`src/cnmf_pkg.sv`:
```
// Types, codes and helpers shared by the CAN NM state machine modules.
package cnmf_pkg;

    localparam int TICK_WIDTH_DEF      = 16;
    localparam int IMMEDIATE_COUNT_DEF = 5;
    localparam int CFG_W               = 16;
    localparam int BYTE_W              = 8;
    localparam int DLC_W               = 4;
    localparam int NUM_TIMERS          = 6;

    localparam int T_TIMEOUT = 0;
    localparam int T_MSG     = 1;
    localparam int T_REPEAT  = 2;
    localparam int T_WAIT    = 3;
    localparam int T_WAKE    = 4;
    localparam int T_DIAG    = 5;

    localparam logic [BYTE_W-1:0] CTL_REPEAT  = 8'h01;
    localparam logic [BYTE_W-1:0] CTL_ACTIVE  = 8'h10;
    localparam logic [BYTE_W-1:0] RX_CTL_MASK = 8'h11;
    localparam logic [DLC_W-1:0]  FULL_DLC    = 4'd8;

    typedef enum logic [2:0] {
        MODE_OFF     = 3'd0,
        MODE_SLEEP   = 3'd1,
        MODE_REPEAT  = 3'd2,
        MODE_NORMAL  = 3'd3,
        MODE_READY   = 3'd4,
        MODE_PREPARE = 3'd5
    } mode_t;

    typedef enum logic [2:0] {
        FN_TICK       = 3'd0,
        FN_MAIN       = 3'd1,
        FN_START      = 3'd2,
        FN_STOP       = 3'd3,
        FN_WAKEUP     = 3'd4,
        FN_RELEASE    = 3'd5,
        FN_SLEEPED    = 3'd6,
        FN_TX_CONFIRM = 3'd7
    } func_t;

    typedef enum logic [2:0] {
        REG_NODE_ID       = 3'd0,
        REG_MSG_CYCLE     = 3'd1,
        REG_IMM_CYCLE     = 3'd2,
        REG_TIMEOUT       = 3'd3,
        REG_REPEAT_MSG    = 3'd4,
        REG_WAIT_SLEEP    = 3'd5,
        REG_WAKEUP_HOLD   = 3'd6,
        REG_DIAG_HOLD     = 3'd7
    } cfg_idx_t;

    typedef struct packed {
        logic [BYTE_W-1:0] node_id;
        logic [CFG_W-1:0]  message_cycle_ticks;
        logic [CFG_W-1:0]  immediate_cycle_ticks;
        logic [CFG_W-1:0]  timeout_ticks;
        logic [CFG_W-1:0]  repeat_message_ticks;
        logic [CFG_W-1:0]  wait_bus_sleep_ticks;
        logic [CFG_W-1:0]  wakeup_hold_ticks;
        logic [CFG_W-1:0]  diag_hold_ticks;
    } cfg_t;

    typedef struct packed {
        func_t             func;
        logic              rx_valid;
        logic [BYTE_W-1:0] rx_id_low;
        logic [BYTE_W-1:0] rx_byte0;
        logic [BYTE_W-1:0] rx_byte1;
        logic [DLC_W-1:0]  rx_length;
        logic              diag_event;
        logic              bus_wakeup;
    } item_t;

    typedef struct packed {
        mode_t             nm_mode;
        logic              tx_send;
        logic [BYTE_W-1:0] tx_data0;
        logic [BYTE_W-1:0] tx_data1;
        logic              tx_repeat_flag;
        logic              app_comm_on;
        logic              tx_allowed;
        logic              may_sleep;
        logic              clear_buffers;
        logic              wakeup_consumed;
        logic              diag_consumed;
    } result_t;

    // enables of timeout, message cycle, repeat and wait timers for a mode
    function automatic logic [3:0] mode_en(input mode_t m);
        logic [3:0] e;
        e = '0;
        e[T_TIMEOUT] = (m == MODE_REPEAT) || (m == MODE_NORMAL) || (m == MODE_READY);
        e[T_MSG]     = (m == MODE_REPEAT) || (m == MODE_NORMAL);
        e[T_REPEAT]  = (m == MODE_REPEAT);
        e[T_WAIT]    = (m == MODE_PREPARE);
        return e;
    endfunction

    function automatic logic is_active_mode(input mode_t m);
        return (m == MODE_REPEAT) || (m == MODE_NORMAL) || (m == MODE_READY);
    endfunction

endpackage

```
`src/can_network_management_fsm_top.sv`:
```
// Top level of the CAN network-management node state machine.
//
// Event words enter on the input channel (in_valid / in_stall) with the
// fields func, rx_*, diag_event and bus_wakeup. Each word yields exactly one
// result word on the output channel (out_valid / out_stall): mode, NM frame
// bytes and status flags. A word taken into the input register is handled
// once the result register is free, and its result is registered there.
// One word per cycle is sustained while out_stall is low; the event handler
// is one pass of logic between the input register and the result register.
// When the receiver stalls, the result register holds; the input register
// still takes one more word, and in_stall rises while both are full.
// Configuration words (cfg_valid / cfg_ready, cfg_index, cfg_data) are taken
// every cycle and are meant to be written only while the block is idle.
// Reset puts the node in the off state with all timers cleared and loads
// the default register values; both channels come up empty.
module can_network_management_fsm_top
    import cnmf_pkg::*;
#(
    parameter int TICK_WIDTH      = TICK_WIDTH_DEF,
    parameter int IMMEDIATE_COUNT = IMMEDIATE_COUNT_DEF
)
(
    input  logic              clk,
    input  logic              rst_n,
    input  logic              cfg_valid,
    output logic              cfg_ready,
    input  logic [2:0]        cfg_index,
    input  logic [CFG_W-1:0]  cfg_data,
    input  logic              in_valid,
    output logic              in_stall,
    input  logic [2:0]        func,
    input  logic              rx_valid,
    input  logic [BYTE_W-1:0] rx_id_low,
    input  logic [BYTE_W-1:0] rx_byte0,
    input  logic [BYTE_W-1:0] rx_byte1,
    input  logic [DLC_W-1:0]  rx_length,
    input  logic              diag_event,
    input  logic              bus_wakeup,
    output logic              out_valid,
    input  logic              out_stall,
    output logic [2:0]        nm_mode,
    output logic              tx_send,
    output logic [BYTE_W-1:0] tx_data0,
    output logic [BYTE_W-1:0] tx_data1,
    output logic              tx_repeat_flag,
    output logic              app_comm_on,
    output logic              tx_allowed,
    output logic              may_sleep,
    output logic              clear_buffers,
    output logic              wakeup_consumed,
    output logic              diag_consumed
);

    cfg_t    cfg;
    item_t   item_reg;
    result_t res_comb, res_reg;
    logic    in_vld_reg;
    logic    out_vld_reg;
    logic    fire;

    assign fire     = in_vld_reg && (!out_vld_reg || !out_stall);
    assign in_stall = in_vld_reg && !fire;

    cnmf_cfg u_cfg (
        .clk       (clk),
        .rst_n     (rst_n),
        .cfg_valid (cfg_valid),
        .cfg_ready (cfg_ready),
        .cfg_index (cfg_index),
        .cfg_data  (cfg_data),
        .cfg       (cfg)
    );

    cnmf_engine #(
        .TICK_WIDTH      (TICK_WIDTH),
        .IMMEDIATE_COUNT (IMMEDIATE_COUNT)
    ) u_engine (
        .clk   (clk),
        .rst_n (rst_n),
        .fire  (fire),
        .item  (item_reg),
        .cfg   (cfg),
        .res   (res_comb)
    );

    always_ff @(posedge clk or negedge rst_n)
    begin
        if (!rst_n)
        begin
            in_vld_reg  <= 1'b0;
            out_vld_reg <= 1'b0;
        end
        else
        begin
            if (!in_stall)
                in_vld_reg <= in_valid;
            if (fire)
                out_vld_reg <= 1'b1;
            else if (!out_stall)
                out_vld_reg <= 1'b0;
        end
    end

    always_ff @(posedge clk)
    begin
        if (!in_stall && in_valid)
        begin
            item_reg.func       <= func_t'(func);
            item_reg.rx_valid   <= rx_valid;
            item_reg.rx_id_low  <= rx_id_low;
            item_reg.rx_byte0   <= rx_byte0;
            item_reg.rx_byte1   <= rx_byte1;
            item_reg.rx_length  <= rx_length;
            item_reg.diag_event <= diag_event;
            item_reg.bus_wakeup <= bus_wakeup;
        end
        if (fire)
            res_reg <= res_comb;
    end

    assign out_valid       = out_vld_reg;
    assign nm_mode         = res_reg.nm_mode;
    assign tx_send         = res_reg.tx_send;
    assign tx_data0        = res_reg.tx_data0;
    assign tx_data1        = res_reg.tx_data1;
    assign tx_repeat_flag  = res_reg.tx_repeat_flag;
    assign app_comm_on     = res_reg.app_comm_on;
    assign tx_allowed      = res_reg.tx_allowed;
    assign may_sleep       = res_reg.may_sleep;
    assign clear_buffers   = res_reg.clear_buffers;
    assign wakeup_consumed = res_reg.wakeup_consumed;
    assign diag_consumed   = res_reg.diag_consumed;

`ifndef NO_ASSERTIONS
    // a waiting event is never dropped while the result register is blocked
    a_hold_pending: assert property (@(posedge clk) disable iff (!rst_n)
        (in_vld_reg && out_vld_reg && out_stall) |=> in_vld_reg)
        else $error("pending event lost under output stall");

    // frames only go out from the awake states
    a_send_awake: assert property (@(posedge clk) disable iff (!rst_n)
        (out_valid && tx_send) |-> tx_allowed)
        else $error("NM frame sent outside repeat, normal or ready sleep");

    a_rep_flag: assert property (@(posedge clk) disable iff (!rst_n)
        (out_valid && tx_repeat_flag) |-> (tx_send && nm_mode != MODE_OFF))
        else $error("repeat flag without a sent frame");

    // buffer clear only on the fall into bus sleep
    a_clear_sleep: assert property (@(posedge clk) disable iff (!rst_n)
        (out_valid && clear_buffers) |-> (nm_mode == MODE_SLEEP && !app_comm_on && !tx_send))
        else $error("buffer clear outside entry to bus sleep");
`endif

endmodule

```
`src/cnmf_cfg.sv`:
```
// Configuration register file of the CAN NM state machine.
module cnmf_cfg
    import cnmf_pkg::*;
(
    input  logic             clk,
    input  logic             rst_n,
    input  logic             cfg_valid,
    output logic             cfg_ready,
    input  logic [2:0]       cfg_index,
    input  logic [CFG_W-1:0] cfg_data,
    output cfg_t             cfg
);

    cfg_t cfg_reg;

    assign cfg_ready = 1'b1;
    assign cfg       = cfg_reg;

    always_ff @(posedge clk or negedge rst_n)
    begin
        if (!rst_n)
        begin
            cfg_reg.node_id               <= 8'd0;
            cfg_reg.message_cycle_ticks   <= 16'd100;
            cfg_reg.immediate_cycle_ticks <= 16'd20;
            cfg_reg.timeout_ticks         <= 16'd200;
            cfg_reg.repeat_message_ticks  <= 16'd150;
            cfg_reg.wait_bus_sleep_ticks  <= 16'd200;
            cfg_reg.wakeup_hold_ticks     <= 16'd100;
            cfg_reg.diag_hold_ticks       <= 16'd500;
        end
        else if (cfg_valid && cfg_ready)
        begin
            unique case (cfg_idx_t'(cfg_index))
                REG_NODE_ID:     cfg_reg.node_id               <= cfg_data[BYTE_W-1:0];
                REG_MSG_CYCLE:   cfg_reg.message_cycle_ticks   <= cfg_data;
                REG_IMM_CYCLE:   cfg_reg.immediate_cycle_ticks <= cfg_data;
                REG_TIMEOUT:     cfg_reg.timeout_ticks         <= cfg_data;
                REG_REPEAT_MSG:  cfg_reg.repeat_message_ticks  <= cfg_data;
                REG_WAIT_SLEEP:  cfg_reg.wait_bus_sleep_ticks  <= cfg_data;
                REG_WAKEUP_HOLD: cfg_reg.wakeup_hold_ticks     <= cfg_data;
                REG_DIAG_HOLD:   cfg_reg.diag_hold_ticks       <= cfg_data;
                default:         cfg_reg <= cfg_reg;
            endcase
        end
    end

endmodule

```
`src/cnmf_engine.sv`:
```
// NM state registers, tick timers and the combinational event handler.
module cnmf_engine
    import cnmf_pkg::*;
#(
    parameter int TICK_WIDTH      = TICK_WIDTH_DEF,
    parameter int IMMEDIATE_COUNT = IMMEDIATE_COUNT_DEF
)
(
    input  logic    clk,
    input  logic    rst_n,
    input  logic    fire,
    input  item_t   item,
    input  cfg_t    cfg,
    output result_t res
);

    localparam int CW = (TICK_WIDTH > CFG_W) ? TICK_WIDTH : CFG_W;

    typedef logic [NUM_TIMERS-1:0][TICK_WIDTH-1:0] cnt_arr_t;

    mode_t                  mode_reg, mode_next;
    cnt_arr_t               cnt_reg, cnt_next;
    logic [NUM_TIMERS-1:0]  en_reg, en_next;
    logic                   work_on_reg, work_on_next;
    logic                   wake_hold_reg, wake_hold_next;
    logic                   local_req_reg, local_req_next;
    logic                   diag_hold_reg, diag_hold_next;
    logic                   rx_seen_reg, rx_seen_next;
    logic                   tx_seen_reg, tx_seen_next;
    logic [BYTE_W-1:0]      rx_ctl_reg, rx_ctl_next;
    logic [BYTE_W-1:0]      tx_ctl_reg, tx_ctl_next;
    logic [BYTE_W-1:0]      imm_reg, imm_next;
    logic                   app_en_reg, app_en_next;

    function automatic logic ge(input logic [TICK_WIDTH-1:0] c, input logic [CFG_W-1:0] t);
        return CW'(c) >= CW'(t);
    endfunction

    function automatic logic gt(input logic [TICK_WIDTH-1:0] c, input logic [CFG_W-1:0] t);
        return CW'(c) > CW'(t);
    endfunction

    function automatic logic [TICK_WIDTH-1:0] ld(input logic [CFG_W-1:0] v);
        return TICK_WIDTH'(CW'(v));
    endfunction

    always_comb
    begin
        logic net_req;
        logic net_rel;
        logic passive;
        logic rx_rep;
        logic enter_rep;
        logic enter_act;

        mode_next      = mode_reg;
        cnt_next       = cnt_reg;
        en_next        = en_reg;
        work_on_next   = work_on_reg;
        wake_hold_next = wake_hold_reg;
        local_req_next = local_req_reg;
        diag_hold_next = diag_hold_reg;
        rx_seen_next   = rx_seen_reg;
        tx_seen_next   = tx_seen_reg;
        rx_ctl_next    = rx_ctl_reg;
        tx_ctl_next    = tx_ctl_reg;
        imm_next       = imm_reg;
        app_en_next    = app_en_reg;
        res            = '0;
        net_req        = 1'b0;
        net_rel        = 1'b0;
        passive        = 1'b0;
        rx_rep         = 1'b0;
        enter_rep      = 1'b0;
        enter_act      = 1'b0;

        unique case (item.func)
            FN_TICK:
            begin
                for (int i = 0; i < NUM_TIMERS; i++)
                begin
                    if (en_reg[i] && (cnt_reg[i] != '1))
                        cnt_next[i] = cnt_reg[i] + 1'b1;
                end
            end
            FN_MAIN:
            begin
                rx_seen_next = item.rx_valid;
                rx_ctl_next  = item.rx_valid ? (item.rx_byte1 & RX_CTL_MASK) : '0;
                if (item.diag_event)
                begin
                    res.diag_consumed  = 1'b1;
                    cnt_next[T_DIAG]   = '0;
                    en_next[T_DIAG]    = 1'b1;
                    diag_hold_next     = 1'b1;
                end
                if (wake_hold_next && gt(cnt_next[T_WAKE], cfg.wakeup_hold_ticks))
                begin
                    wake_hold_next  = 1'b0;
                    en_next[T_WAKE] = 1'b0;
                end
                if (diag_hold_next && gt(cnt_next[T_DIAG], cfg.diag_hold_ticks))
                begin
                    diag_hold_next  = 1'b0;
                    en_next[T_DIAG] = 1'b0;
                end

                net_req = local_req_next || ((mode_reg == MODE_READY) && diag_hold_next);
                net_rel = !local_req_next && !diag_hold_next;
                passive = item.rx_valid && (item.rx_id_low == item.rx_byte0)
                          && (item.rx_length == FULL_DLC);
                rx_rep  = item.rx_valid
                          && ((rx_ctl_next == CTL_REPEAT) || (rx_ctl_next == RX_CTL_MASK));

                unique case (mode_reg)
                    MODE_OFF:
                    begin
                        if (work_on_reg)
                        begin
                            if (item.bus_wakeup)
                            begin
                                res.wakeup_consumed = 1'b1;
                                wake_hold_next      = 1'b1;
                                cnt_next[T_WAKE]    = '0;
                                en_next[T_WAKE]     = 1'b1;
                            end
                            else
                                local_req_next = 1'b1;
                            app_en_next  = 1'b0;
                            mode_next    = MODE_SLEEP;
                            en_next[3:0] = mode_en(MODE_SLEEP);
                        end
                    end
                    MODE_SLEEP:
                    begin
                        if (passive)
                            enter_rep = 1'b1;
                        else if (net_req)
                        begin
                            wake_hold_next = 1'b0;
                            enter_rep      = 1'b1;
                            enter_act      = 1'b1;
                        end
                    end
                    MODE_REPEAT:
                    begin
                        wake_hold_next = 1'b0;
                        if (imm_reg != '0)
                        begin
                            if (ge(cnt_next[T_MSG], cfg.immediate_cycle_ticks))
                            begin
                                imm_next           = imm_reg - 1'b1;
                                cnt_next[T_MSG]    = '0;
                                res.tx_send        = 1'b1;
                                res.tx_data1       = tx_ctl_reg;
                                res.tx_repeat_flag = 1'b1;
                            end
                        end
                        else if (ge(cnt_next[T_MSG], cfg.message_cycle_ticks))
                        begin
                            cnt_next[T_MSG]    = '0;
                            res.tx_send        = 1'b1;
                            res.tx_data1       = tx_ctl_reg;
                            res.tx_repeat_flag = 1'b1;
                        end
                        if (ge(cnt_next[T_TIMEOUT], cfg.timeout_ticks))
                            cnt_next[T_TIMEOUT] = '0;
                        if (ge(cnt_next[T_REPEAT], cfg.repeat_message_ticks))
                        begin
                            if (net_req)
                            begin
                                tx_ctl_next  = tx_ctl_reg & CTL_ACTIVE;
                                mode_next    = MODE_NORMAL;
                                en_next[3:0] = mode_en(MODE_NORMAL);
                            end
                            else if (net_rel)
                            begin
                                tx_ctl_next  = tx_ctl_reg & CTL_ACTIVE;
                                mode_next    = MODE_READY;
                                en_next[3:0] = mode_en(MODE_READY);
                            end
                        end
                    end
                    MODE_NORMAL:
                    begin
                        if (ge(cnt_next[T_MSG], cfg.message_cycle_ticks))
                        begin
                            cnt_next[T_MSG] = '0;
                            res.tx_send     = 1'b1;
                            res.tx_data1    = tx_ctl_reg;
                        end
                        if (ge(cnt_next[T_TIMEOUT], cfg.timeout_ticks))
                            cnt_next[T_TIMEOUT] = '0;
                        if (rx_rep)
                        begin
                            imm_next           = '0;
                            cnt_next[T_REPEAT] = '0;
                            cnt_next[T_MSG]    = ld(cfg.message_cycle_ticks);
                            mode_next          = MODE_REPEAT;
                            en_next[3:0]       = mode_en(MODE_REPEAT);
                        end
                        else if (net_rel)
                        begin
                            mode_next    = MODE_READY;
                            en_next[3:0] = mode_en(MODE_READY);
                        end
                    end
                    MODE_READY:
                    begin
                        if (ge(cnt_next[T_TIMEOUT], cfg.timeout_ticks))
                        begin
                            cnt_next[T_WAIT] = '0;
                            app_en_next      = 1'b0;
                            mode_next        = MODE_PREPARE;
                            en_next[3:0]     = mode_en(MODE_PREPARE);
                        end
                        else if (rx_rep)
                        begin
                            imm_next            = '0;
                            cnt_next[T_TIMEOUT] = '0;
                            cnt_next[T_REPEAT]  = '0;
                            cnt_next[T_MSG]     = ld(cfg.message_cycle_ticks);
                            mode_next           = MODE_REPEAT;
                            en_next[3:0]        = mode_en(MODE_REPEAT);
                        end
                        else if (net_req)
                        begin
                            cnt_next[T_TIMEOUT] = '0;
                            cnt_next[T_MSG]     = ld(cfg.message_cycle_ticks);
                            mode_next           = MODE_NORMAL;
                            en_next[3:0]        = mode_en(MODE_NORMAL);
                        end
                    end
                    MODE_PREPARE:
                    begin
                        if (ge(cnt_next[T_WAIT], cfg.wait_bus_sleep_ticks))
                        begin
                            app_en_next       = 1'b0;
                            mode_next         = MODE_SLEEP;
                            en_next[3:0]      = mode_en(MODE_SLEEP);
                            res.clear_buffers = 1'b1;
                        end
                        else if (net_req)
                        begin
                            enter_rep = 1'b1;
                            enter_act = 1'b1;
                        end
                        else if (passive)
                            enter_rep = 1'b1;
                    end
                    default:
                    begin
                        mode_next = mode_reg;
                    end
                endcase

                if (enter_rep)
                begin
                    app_en_next         = 1'b1;
                    tx_ctl_next         = enter_act ? CTL_ACTIVE : '0;
                    imm_next            = enter_act ? BYTE_W'(IMMEDIATE_COUNT) : '0;
                    cnt_next[T_TIMEOUT] = '0;
                    cnt_next[T_REPEAT]  = '0;
                    cnt_next[T_MSG]     = ld(cfg.message_cycle_ticks);
                    mode_next           = MODE_REPEAT;
                    en_next[3:0]        = mode_en(MODE_REPEAT);
                end

                // any NM traffic restarts the timeout in the awake states
                if (is_active_mode(mode_next) && (rx_seen_next || tx_seen_next))
                begin
                    cnt_next[T_TIMEOUT] = '0;
                    rx_seen_next        = 1'b0;
                    tx_seen_next        = 1'b0;
                end
            end
            FN_START:
            begin
                work_on_next = 1'b1;
            end
            FN_STOP:
            begin
                work_on_next = 1'b0;
                app_en_next  = 1'b0;
                mode_next    = MODE_OFF;
                en_next[3:0] = mode_en(MODE_OFF);
            end
            FN_WAKEUP:
            begin
                if (!work_on_reg)
                begin
                    mode_next    = MODE_SLEEP;
                    en_next[3:0] = mode_en(MODE_SLEEP);
                end
                if (item.bus_wakeup)
                begin
                    res.wakeup_consumed = 1'b1;
                    wake_hold_next      = 1'b1;
                    cnt_next[T_WAKE]    = '0;
                    en_next[T_WAKE]     = 1'b1;
                end
                else
                    local_req_next = 1'b1;
            end
            FN_RELEASE:
            begin
                local_req_next = 1'b0;
            end
            FN_SLEEPED:
            begin
                app_en_next  = 1'b0;
                mode_next    = MODE_SLEEP;
                en_next[3:0] = mode_en(MODE_SLEEP);
            end
            FN_TX_CONFIRM:
            begin
                tx_seen_next = 1'b1;
            end
            default:
            begin
                tx_seen_next = tx_seen_reg;
            end
        endcase

        res.nm_mode     = mode_next;
        res.tx_data0    = res.tx_send ? cfg.node_id : '0;
        res.app_comm_on = app_en_next;
        res.tx_allowed  = is_active_mode(mode_next);
        res.may_sleep   = (mode_next == MODE_SLEEP) && !wake_hold_next;
    end

    always_ff @(posedge clk or negedge rst_n)
    begin
        if (!rst_n)
        begin
            mode_reg      <= MODE_OFF;
            cnt_reg       <= '0;
            en_reg        <= '0;
            work_on_reg   <= 1'b0;
            wake_hold_reg <= 1'b0;
            local_req_reg <= 1'b0;
            diag_hold_reg <= 1'b0;
            rx_seen_reg   <= 1'b0;
            tx_seen_reg   <= 1'b0;
            rx_ctl_reg    <= '0;
            tx_ctl_reg    <= '0;
            imm_reg       <= '0;
            app_en_reg    <= 1'b0;
        end
        else if (fire)
        begin
            mode_reg      <= mode_next;
            cnt_reg       <= cnt_next;
            en_reg        <= en_next;
            work_on_reg   <= work_on_next;
            wake_hold_reg <= wake_hold_next;
            local_req_reg <= local_req_next;
            diag_hold_reg <= diag_hold_next;
            rx_seen_reg   <= rx_seen_next;
            tx_seen_reg   <= tx_seen_next;
            rx_ctl_reg    <= rx_ctl_next;
            tx_ctl_reg    <= tx_ctl_next;
            imm_reg       <= imm_next;
            app_en_reg    <= app_en_next;
        end
    end

endmodule

```
`config.mk`:
```
export PLATFORM = sky130hd
export DESIGN_NAME = can_network_management_fsm_top
export DESIGN_NICKNAME = d
export VERILOG_FILES = /design/src/cnmf_pkg.sv /design/src/can_network_management_fsm_top.sv /design/src/cnmf_cfg.sv /design/src/cnmf_engine.sv
export SDC_FILE = /design/constraint.sdc
export NUM_CORES = 1
export LEC_CHECK = 0
export BUFFER_PORTS_ARGS = -buffer_cell sky130_fd_sc_hd__buf_2
export CAP_MARGIN = 20
export CORE_UTILIZATION = 40
export CTS_CLUSTER_SIZE = 25
export DETAILED_ROUTE_END_ITERATION = 12
export PLACE_DENSITY = 0.59
export SLEW_MARGIN = 0
export SYNTH_ARGS = -nofsm -noshare
export SYNTH_HDL_FRONTEND = slang
export SYNTH_SLANG_ARGS = --single-unit
```
`constraint.sdc`:
```
create_clock -name clk -period 4.61 [get_ports clk]
set_clock_uncertainty 0.1 [all_clocks]
set_input_delay 0.922 -clock clk [delete_from_list [all_inputs] [get_ports clk]]
set_output_delay 0.922 -clock clk [all_outputs]
set_load 0.02 [all_outputs]
```
==> results.sh <==
export IMPL_critical_path_endpoint_type="register"
export IMPL_tritoncts="done"
export IMPL_die_w_um=204
export IMPL_sw_frac_of_total_pct=32.0
export IMPL_dp_cell_count=2250
export IMPL_p_leak_nw=8.26
export IMPL_combinationalPowerShare_pct=23.0
export IMPL_worst_slew_pin_slew_ns=1.06
export IMPL_drt_wl_total_um=42300
export IMPL_worst_ir_drop_vdd_mv=0.221
export IMPL_finalWeightedCongestion=0.926
export IMPL_finish_cell_count_without_fillers=2317
export IMPL_r2r_end="u_engine.cnt_reg[27]"
export IMPL_slew_viol_final=0
export IMPL_flow_area_growth_from_synthesis_pct=13.0
export IMPL_worstSkewPairLatency_ns=0.53
export IMPL_synthDistinctLibCells=92
export IMPL_grt_antenna_before_repair=0
export IMPL_wire_per_inst_um=18.3
export IMPL_start_util_pct=40.8
export IMPL_grt_pass1_vias=12638
export IMPL_fp_coreArea_sq_um=40000
export IMPL_cts_setup_buffers=0
export IMPL_drive_above_1_share_pct=16.2
export IMPL_setup_worst_path_start_class="register"
export IMPL_share_seq_of_total_power_pct=42.9
export IMPL_fin_area_sq_um=18500
export IMPL_postPlaceCellArea_sq_um=17300
export IMPL_finalCriticalPeriod_ns=3.91
export IMPL_cts_root_buffer_cell="clkbuf_16"
export IMPL_hold_violations=0
export IMPL_r2r_path_start="item_reg[1]"
export IMPL_layout_cells_most_common_list="dfrtp_1 (218), nand2_1 (170), o21ai_0 (169), inv_1 (137), ha_1 (120)"
export IMPL_async_reset_ff_share_pct=83.7
export IMPL_largest_register_ff_count=120
export IMPL_floorplan_rows=73
export IMPL_placement_io_buffers=72
export IMPL_intPower_mw=5.33
export IMPL_grt_first_pass_wirelength_um=67600
export IMPL_synth_top_area_share_pct=33.4
export IMPL_path_cells="nor2b_1, ha_1, nand4_1, nor4_2, nor3b_1, a311oi_4, and2_1, o21bai_2, a21oi_1, and2_1, a221o_1"
export IMPL_run_status="finished clean"
export IMPL_post_synth_cell_area_avg_sq_um=9.68
export IMPL_worst_setup_path_type="register to register"
export IMPL_timing_hold_worst_class="input pin to asynchronous set/reset pin"
export IMPL_synth_seq_cells=289
export IMPL_drt_vias_per_instance=5.50
export IMPL_synth_enable_flop_cells=47
export IMPL_setup_tns_ns=0
export IMPL_timing_final_setup_violations=0
export IMPL_critPathBufInv=0
export IMPL_die_height_um=204
export IMPL_power_density_cell_area_nw_per_um2=425
export IMPL_htree_num_levels=2
export IMPL_synth_seq_area_share_pct=45.9
export IMPL_grt_setup_unrepaired="false"
export IMPL_area_contributors_post_synth="dfrtp_1 (33%), ha_1 (9.2%), edfxtp_1 (8.6%), mux2_2 (5.3%), o21ai_0 (5.2%)"
export IMPL_design_die_area_sq_um=41600
export IMPL_power_switching_mw=2.50
export IMPL_final_period_utilization_pct=84.8
export IMPL_clkSinkCount=289
export IMPL_synth_top_cell_by_area="dfrtp_1"
export IMPL_layout_nets=1943
export IMPL_clkTransAtPathRegs_ns=0.06
export IMPL_detailed_route_iter0_violations=909
export IMPL_cts_inserted_buffers=35
export IMPL_cpMaxStageDelayCell="a21oi_1"
export IMPL_number_of_nets_with_antenna_violations_after_detailed_routing=0
export IMPL_synthCells=1687
export IMPL_detailedRoute_firstPassIterationCount=5
export IMPL_grt_overflow_total=0
export IMPL_antenna_diode_count=0
export IMPL_crit_top_cell="and2_1"
export IMPL_yosys_most_used_dff="dfrtp_1"
export IMPL_fmax_ghz=0.256
export IMPL_worst_slew_margin_rel_pct=29.6
export IMPL_cts_buffer_depth=3
export IMPL_required_ns=4.97
export IMPL_yosys_warnings=0
export IMPL_reg2reg_depth=11
export IMPL_critical_path_peak_fanout=9
export IMPL_num_vias=12752
export IMPL_mostFrequentLayoutCell="dfrtp_1"
export IMPL_multi_input_area_sq_um=8060
export IMPL_synth_cell_area_sq_um=16300
export IMPL_final_hold_worst_slack_ns=0.310
export IMPL_final_seq_area_sq_um=7500
export IMPL_pwr_share_clk_pct=34.1
export IMPL_drcViolationCount=0
export IMPL_num_fill_cells=3859
export IMPL_cp_top_family="simple AND/OR/NAND/NOR gates"
export IMPL_data_arrival_critical_path_ns=4.27
export IMPL_detailedPlacementHpwl_um=29700
export IMPL_globalRouteTotalUtil_pct=20.7
export IMPL_cts_hold_fix_buffers=0
export IMPL_reg2reg_slack_ns=0.70
export IMPL_max_cap_violations=0
export IMPL_critPathMaxStageDelay_ns=0.62
export IMPL_io_pins=88
export IMPL_grt_max_degree=108
export IMPL_cts_resized_gates=0
## cell type report
type | instances | area share [%]
clock buffer | 50 | 5.55
timing repair buffer | 99 | 3.31
tap | 525 | 3.56
multi-input combinational | 1201 | 43.7
sequential | 289 | 40.6
clock inverter | 14 | 0.468
inverter | 139 | 2.83
## logic make-up (layout without fill, tap and decap cells)
logic type / Yosys count / in the layout / share of synthesized area (%)
compound gates: 436 / 436 / 17.0
xor+xnor: 31 / 31 / 1.66
fa+ha+maj: 120 / 120 / 9.20
buf+inv: 203 / 302 / 5.02
flops: 289 / 289 / 45.9
mux: 79 / 79 / 5.43
other cells: 2 / 8 / 0.0460
simple gates: 527 / 527 / 15.8
## cell usage after synthesis (6+ instances only)
| library cell | count |
|---|---|
| a211oi_1 | 10 |
| a21o_1 | 18 |
| a21oi_1 | 98 |
| a22oi_1 | 6 |
| a31oi_1 | 16 |
| a41oi_1 | 7 |
| and2_1 | 15 |
| and3_1 | 21 |
| and4_1 | 9 |
| buf_4 | 8 |
| clkbuf_1 | 46 |
| dfrtp_1 | 218 |
| dfstp_2 | 24 |
| edfxtp_1 | 47 |
| ha_1 | 120 |
| inv_1 | 137 |
| mux2_2 | 77 |
| nand2_1 | 170 |
| nand2b_1 | 12 |
| nand3_1 | 65 |
| nand4_1 | 27 |
| nor2_1 | 107 |
| nor2b_1 | 33 |
| nor3_1 | 28 |
| nor3b_1 | 6 |
| nor4_1 | 6 |
| o2111ai_1 | 7 |
| o211ai_1 | 10 |
| o21a_1 | 11 |
| o21ai_0 | 169 |
| o21ai_1 | 7 |
| o31ai_1 | 9 |
| or3_1 | 11 |
| xnor2_1 | 13 |
| xor2_1 | 18 |
## how the worst max path moves through the flow
stage / from / endpoint / slack (ns) / depth (start not counted)
4_1_cts: item_reg[1] / u_engine.cnt_reg[27] / 0.72 / 11
3_5_place_dp: item_reg[1] / u_engine.cnt_reg[19] / 0.74 / 11
5_1_grt: item_reg[1] / u_engine.cnt_reg[27] / 0.41 / 11
3_3_place_gp: item_reg[1] / u_engine.cnt_reg[19] / 0.77 / 11
6_report: item_reg[1] / u_engine.cnt_reg[27] / 0.70 / 11
2_1_floorplan: item_reg[1] / u_engine.cnt_reg[26] / 1.37 / 13
## power by group through the flow
stage	registers, mW	clock network, mW	logic (mW)
3_3_place_gp	3.39	0	1.73
2_1_floorplan	3.30	0	1.32
4_1_cts	3.36	2.74	1.80
3_5_place_dp	3.40	0	1.79
6_report	3.36	2.68	1.80
5_1_grt	3.42	2.84	2.05
## through the flow
step | util [%] | setup WS, ns | power [mW]
global route | 46.1 | 0.413 | 8.32
finish | 46.1 | 0.701 | 7.84
detailed placement | 43.2 | 0.741 | 5.19
global placement | 43.2 | 0.766 | 5.12
floorplan | - | 1.37 | 4.62
CTS | 46.0 | 0.719 | 7.90
## layer usage
metal / track usage (%) / up-vias / wire length, um
met3: 3.64 / 83 / 2110
met4: 6.72 / 0 / 1230
met1: 27.3 / 6155 / 19400
li1: - / 6196 / -
met5: 0 / - / 0
met2: 34.5 / 318 / 19600
Power figures use the tool's default switching activity.
